<file path="config.mk">
export PLATFORM = sky130hd
export DESIGN_NAME = oaht_rem
export DESIGN_NICKNAME = d
export VERILOG_FILES = /design/src/oaht_pkg.sv /design/src/oaht_rem.sv
export SDC_FILE = /design/constraint.sdc
export NUM_CORES = 1
export LEC_CHECK = 0
export ABC_CLOCK_PERIOD_IN_PS = 6300
export BUFFER_PORTS_ARGS = -buffer_cell sky130_fd_sc_hd__buf_2
export CORE_ASPECT_RATIO = 1.75
export CORE_MARGIN = 1
export CORE_UTILIZATION = 40
export CTS_BUF_LIST = sky130_fd_sc_hd__clkbuf_4 sky130_fd_sc_hd__clkbuf_8
export DETAILED_ROUTE_END_ITERATION = 10
export HOLD_SLACK_MARGIN = 0.02
export PLACE_DENSITY = 0.67
export SLEW_MARGIN = 0
export SYNTH_ARGS = -nofsm -noshare
export SYNTH_HDL_FRONTEND = slang
export SYNTH_SLANG_ARGS = --single-unit
</file>
<file path="constraint.sdc">
create_clock -name clk -period 6.3 [get_ports clk]
set_input_delay 1.26 -clock clk [delete_from_list [all_inputs] [get_ports clk]]
set_output_delay 1.26 -clock clk [all_outputs]
set_load 0.01 [all_outputs]
</file>
<file path="src/oaht_pkg.sv">
// Shared types, codes and sizes for the open-addressing hash table unit.
// No dependencies.
package oaht_pkg;

  localparam int SLOT_DEPTH = 1024;
  localparam int ADDR_W     = $clog2(SLOT_DEPTH);
  localparam int CNT_W      = 11;
  localparam int VALUE_W    = 32;
  localparam int HASH_W     = 32;
  localparam int DIV_W      = 11;

  // operation kinds
  localparam logic [1:0] KIND_LOOKUP = 2'd0;
  localparam logic [1:0] KIND_INSERT = 2'd1;
  localparam logic [1:0] KIND_REMOVE = 2'd2;

  // probe modes
  localparam logic [1:0] PROBE_LINEAR = 2'd0;
  localparam logic [1:0] PROBE_QUAD   = 2'd1;
  localparam logic [1:0] PROBE_DOUBLE = 2'd2;

  // configuration register indexes
  localparam logic [1:0] REG_PROBE_MODE   = 2'd0;
  localparam logic [1:0] REG_TABLE_SIZE   = 2'd1;
  localparam logic [1:0] REG_SECOND_PRIME = 2'd2;

  // slot states
  localparam logic [1:0] SLOT_EMPTY = 2'd0;
  localparam logic [1:0] SLOT_FULL  = 2'd1;
  localparam logic [1:0] SLOT_TOMB  = 2'd2;

  // result status codes
  localparam logic [2:0] ST_INSERTED   = 3'd0;
  localparam logic [2:0] ST_UPDATED    = 3'd1;
  localparam logic [2:0] ST_FOUND      = 3'd2;
  localparam logic [2:0] ST_NOT_FOUND  = 3'd3;
  localparam logic [2:0] ST_REMOVED    = 3'd4;
  localparam logic [2:0] ST_TABLE_FULL = 3'd5;

  localparam logic [CNT_W-1:0] RESET_TABLE_SIZE   = 11'd11;
  localparam logic [CNT_W-1:0] RESET_SECOND_PRIME = 11'd7;

  typedef struct packed {
    logic [1:0]         kind;
    logic signed [31:0] key_hash;
    logic [31:0]        value;
  } in_t;

  typedef struct packed {
    logic [2:0]  status;
    logic [31:0] read_value;
    logic [10:0] entry_count;
  } out_t;

  typedef struct packed {
    logic [1:0]         state;
    logic [HASH_W-1:0]  hash;
    logic [VALUE_W-1:0] value;
  } slot_t;

endpackage

</file>
<file path="src/oaht_rem.sv">
// Bit-serial remainder unit: 32-bit dividend modulo an 11-bit divisor.
// Depends on oaht_pkg.
module oaht_rem import oaht_pkg::*; (
  input  logic              clk,
  input  logic              rst_n,
  input  logic              start,
  input  logic [31:0]       dividend,
  input  logic [DIV_W-1:0]  divisor,
  output logic              done,
  output logic [DIV_W-1:0]  rem
);

  logic [31:0]      dvd_r;
  logic [DIV_W-1:0] div_r;
  logic [DIV_W-1:0] rem_r;
  logic [4:0]       cnt_r;
  logic             run_r;
  logic             done_r;
  logic [DIV_W:0]   trial;
  logic [DIV_W:0]   diff;

  // one restoring step per cycle
  always_comb begin
    trial = {rem_r, dvd_r[31]};
    diff  = trial - {1'b0, div_r};
  end

  always_ff @(posedge clk) begin
    if (!rst_n) begin
      run_r  <= 1'b0;
      done_r <= 1'b0;
      cnt_r  <= '0;
    end else begin
      done_r <= 1'b0;
      if (start) begin
        run_r <= 1'b1;
        cnt_r <= '0;
        dvd_r <= dividend;
        div_r <= divisor;
        rem_r <= '0;
      end else if (run_r) begin
        dvd_r <= {dvd_r[30:0], 1'b0};
        if (trial >= {1'b0, div_r}) rem_r <= diff[DIV_W-1:0];
        else rem_r <= trial[DIV_W-1:0];
        cnt_r <= cnt_r + 5'd1;
        if (cnt_r == 5'd31) begin
          run_r  <= 1'b0;
          done_r <= 1'b1;
        end
      end
    end
  end

  assign done = done_r;
  assign rem  = rem_r;

endmodule

</file>
# == Word level (Yosys, flattened, before mapping) ==
# Index checks and enable logic that the tools add are counted.
# op_classes
n_eq_ne,1
n_reduce_logical,5
order_cmp,1
n_addsub,2
muxes,8
n_bitwise,2
# ops
op,count
two-way mux 32 bit,2
two-way mux 11 bit,2
greater-or-equal comparator 12 x 11 -> 1 bit,1
subtractor 11 bit,1
"adder 5 x 1 -> 5 bit, second input constant",1
"== test 5 bit, second input constant",1
two-way mux 1 bit,4
AND reduction 2 bit,2
OR reduction 3 bit,1
NOT 1 bit,2
nonzero test 2 bit,1
OR reduction 2 bit,1
# totals
word_cells,25
out_inout_bits,12
register_bits,61

# == Depth between registers and ports, before layout ==
# logic_depth
depth_word,4
ltp_mapped,10
depth_no_buf,9

# == Worst setup path after synthesis ==
# Ideal clock, no wire load.
# synth_path
path_type,input-to-reg
start,input port start
end,"register dvd_r[0], enable pin"
path_buffers,1
path_slack_ps,3295
arrival_time_ps,2601
path_stages,2
cell_sequence,clkbuf_1 -> o21a_1
# synth_between
elab_chain_len,2
# synth_rtl
item,line,rtl
"start, declared",oaht_rem.sv:6,"input logic start,"
nonzero test 2 bit (no line),n/a,
AND reduction 2 bit (no line),n/a,
"end signal, assigned",oaht_rem.sv:38,dvd_r <= dividend;
"end signal, assigned",oaht_rem.sv:42,"dvd_r <= {dvd_r[30:0], 1'b0};"
"end, declared",oaht_rem.sv:13,logic [31:0] dvd_r;
# Every way passes these cells.
# A chain may end at the register's enable or synchronous reset.

# == Worst setup path after layout ==
# layout_path
start,register dvd_r[31]
end,"register rem_r[2] (netlist: rem[2]), data pin"
# layout_between
elab_chain_len,3
elab_cells_between_ends,4
cone_classes,add/sub: 1; order compare: 1; mux: 2
# layout_rtl
item,line,rtl
subtractor 11 bit / greater-or-equal comparator 12 x 11 -> 1 bit (equally long branches),"oaht_rem.sv:25, oaht_rem.sv:43",
two-way mux 11 bit (*),oaht_rem.sv:43,"if (trial >= {1'b0, div_r}) rem_r <= diff[DIV_W-1:0];"
two-way mux 11 bit (*),oaht_rem.sv:41,end else if (run_r) begin
"end signal, assigned",oaht_rem.sv:43,
"end signal, assigned",oaht_rem.sv:44,else rem_r <= trial[DIV_W-1:0];
"end, declared",oaht_rem.sv:15,logic [DIV_W-1:0] rem_r;
# Mark *: on every way between the ends. The rest lies on a longest branch, timed or not. The select of a mux whose other input is x is not followed.

==> impl_results.md <==
- Final WL: 5.46 mm
- CP bufs+invs: 1
- Area contributors post-synth: edfxtp_1 53%, mux2_2 12%, ha_1 5.4%, dfxtp_1 4.6%, a21oi_1 2.3%
- Net count, final: 356
- GRT met1 Usage: 0.163
- Vias in the first global route: 1955
- Critical path class: flop to flop
- Hold WC Path Type: flop to flop
- Clk_lat worst skew: 0.33 ns
- Largest net degree at the start of global routing: 47
- Dpl ws: ~3 ns
- GRT Total Usage: 0.150
- Share of cells above drive strength 1: 0.369
- Vias/cell: 5.13
- Most used routing layer: met2
- Unrepaired setup endpoints after global routing: false
- First-pass GRT wire length: between 8 and 9 mm
- Period utilization: 0.483
- Root Buffer: clkbuf_8
- Status: finished clean
- Max-slew violations: 0
- Syn nets: 296
- Maximum vdd drop: approximately 250 uV
- Fmax: 0.329 GHz
- Seq cells post-synth: 61
- Mapped Area: 0.00303 mm^2
- Min Hold Slack: just over 0.5 ns
- Starting Density: 0.417
- Final WS setup: 3.26 ns
- Slew HR: 0.319
- Yosys cell types: 39
- Cell repeated most along the worst path: a21oi_1
- Die Wd: about 68 um
- Worst path top cell family by delay: compound AO/OA/AOI/OAI gates
- Static Leak: 1.47 nW
- TritonRoute pass-1 iters: 4
- Commonest cells in the netlist: 54 x edfxtp_1, 31 x mux2_2, 17 x inv_1
- Num CTS Buffers: 9
- Endpoint class of the critical path: flop
- Drt drc: 0
- Buffers on Ports: 57
- Setup TNS: 0 ns
- Final Hold Fails: 0
- Multi-input logic area: 0.00118 mm^2
- Vias post-DR: 1984
- Critical path arrival: 3.09 ns
- Number of synthesized flops with an enable pin: between 50 and 60
- Synthesized instance count: 236
- # hold bufs at CTS: 0
- Yosys synthesis warning count: 0
- Row cnt: between 40 and 50
- PD cells: 292 mW/mm^2
- RePlAce Congestion: about 0.76
- Post-cts sizing count: 0
- Die height: 117 um
- Bufs on Longest Clock Path: 2
- Drt initial violations: 64
- HPWL after detailed placement: between 3 and 4 mm
- Inserted Diodes: 0
- CP Max Fanout: 12
- Seq/Total Area, Yosys: 0.581
- TritonCTS clock tree: yes
- Most frequent cell after synthesis: edfxtp_1
- Crit-path cells: inv_1, ha_1, fa_1, nand2b_1, a21oi_1, o2111ai_1, a21oi_1, mux2i_1, nor2_1
- # clock sinks: 61
- Num ports: between 50 and 60
- Die area: 0.00795 mm^2
- CP Launch Type: flop
- Worst Tran Pin Value: 1.02 ns
- Min Tclk post-route: 3.04 ns
- Max Cap Viol: 0
- GRT met3 Usage: 0.0562
- Wire length per cell: 14.1 um
- Finish-stage setup viols: 0
- Post-synth ARST share: 0
- Synth-to-layout area growth: 19.2%
- Reg area: 0.00176 mm^2
- Initial antenna violation count: 0
- Post-CTS setup buffer count: 0
- Avg Inst Size Synth: 12.9 um^2
- Filler cells: 667
- Setup Skew: about 0.0060 ns
- Core region area: 0.00728 mm^2
- ANT nets after route: 0
- H-tree Lvls: 3
- Worst stage delay on the critical path: 0.78 ns
- Grt total ovfl: 0
- Most used DFF post-synth: edfxtp_1
- Req. time, crit path: around 6.4 ns
- Crit path max-delay cell type: a21oi_1
- CTS clk-pin slew, worst paths: 0.06 ns
- Met2 global-route usage: 0.253
- Synth top area share: 0.534
- Final Core Density: 0.496
- Cell taking the most area after synthesis: edfxtp_1
worst reg2reg max path: stages, from the launching register on:
cell and delay [ns]:
edfxtp_1 0.34, inv_1 0.05, ha_1 0.21, fa_1 0.40
nand2b_1 0.18, a21oi_1 0.24, o2111ai_1 0.25, a21oi_1 0.78
mux2i_1 0.26, nor2_1 0.05
registers in the layout, indices dropped and copies added (netlist names):
signal  count
dvd_r      32
cnt_r       5
div_r      11
run_r       1
done        1
rem        11
per-stage QoR:
| stage | instances | total power, W | area, um^2 |
|---|---|---|---|
| 3_3_place_gp | 371 | 0.000688 | 3400 |
| 3_5_place_dp | 371 | 0.000690 | 3400 |
| 2_1_floorplan | 236 | 0.000638 | 3030 |
| 4_1_cts | 387 | 0.00107 | 3620 |
| 6_report | 387 | 0.00106 | 3620 |
| 5_1_grt | 387 | 0.00111 | 3620 |
routing by layer:
metal  share of wire  routed length, um
met4          0.0090                 49
met2            0.53               2890
met3           0.061                332
met5               0                  0
met1            0.40               2190
area by class of cell:
class / count / area share
Clock buffer: 11 / 0.0401
Clock inverter: 5 / 0.0208
Inverter: 17 / 0.0176
Multi-Input combinational cell: 150 / 0.326
Sequential cell: 61 / 0.487
Tap cell: 86 / 0.0298
Timing Repair Buffer: 57 / 0.0789
worst paths after layout:
check        startpoint  endpoint  slack (ns)  cells after the start
max           dvd_r[31]    rem[2]        3.26                      9
min            cnt_r[3]  cnt_r[3]        0.51                      2
max reg2reg   dvd_r[31]    rem[2]        3.26                      9
min reg2reg    cnt_r[3]  cnt_r[3]        0.51                      2
where the power goes:
| part | switching [W] | total (W) | leakage, nW | internal (W) |
|---|---|---|---|---|
| Clock | 0.000139 | 0.000375 | 0.116 | 0.000236 |
| Combinational | 0.000104 | 0.000191 | 0.784 | 0.0000873 |
| Sequential | 0.0000131 | 0.000491 | 0.573 | 0.000478 |
| Total | 0.000256 | 0.00106 | 1.47 | 0.000801 |
kinds of logic (layout without fill, tap and decap cells):
logic type	count (synthesis)	in the layout	share of synthesized area
flip-flops	61	61	0.581
XOR/XNOR	7	7	0.0202
AO/OA/AOI/OAI	38	38	0.0862
buffers and inverters	25	90	0.0318
AND/OR/NAND/NOR	56	56	0.0928
adder cells (fa/ha/maj)	14	14	0.0602
multiplexers	35	35	0.128
layout by cell type, fill, tap and decap left out, types with 3 or more instances in the layout:
cell	n
a21oi_1	14
nand3_1	6
buf_2	57
clkinv_2	3
edfxtp_1	54
mux2i_1	4
o31ai_1	3
mux2_2	31
xnor2_1	4
o21ai_0	6
and3_1	3
a211oi_1	3
ha_1	13
inv_1	17
xor2_1	3
nor2_1	16
dfxtp_1	7
nand2_1	15
nand3b_1	3
clkbuf_8	10
Power figures use the tool's default switching activity.
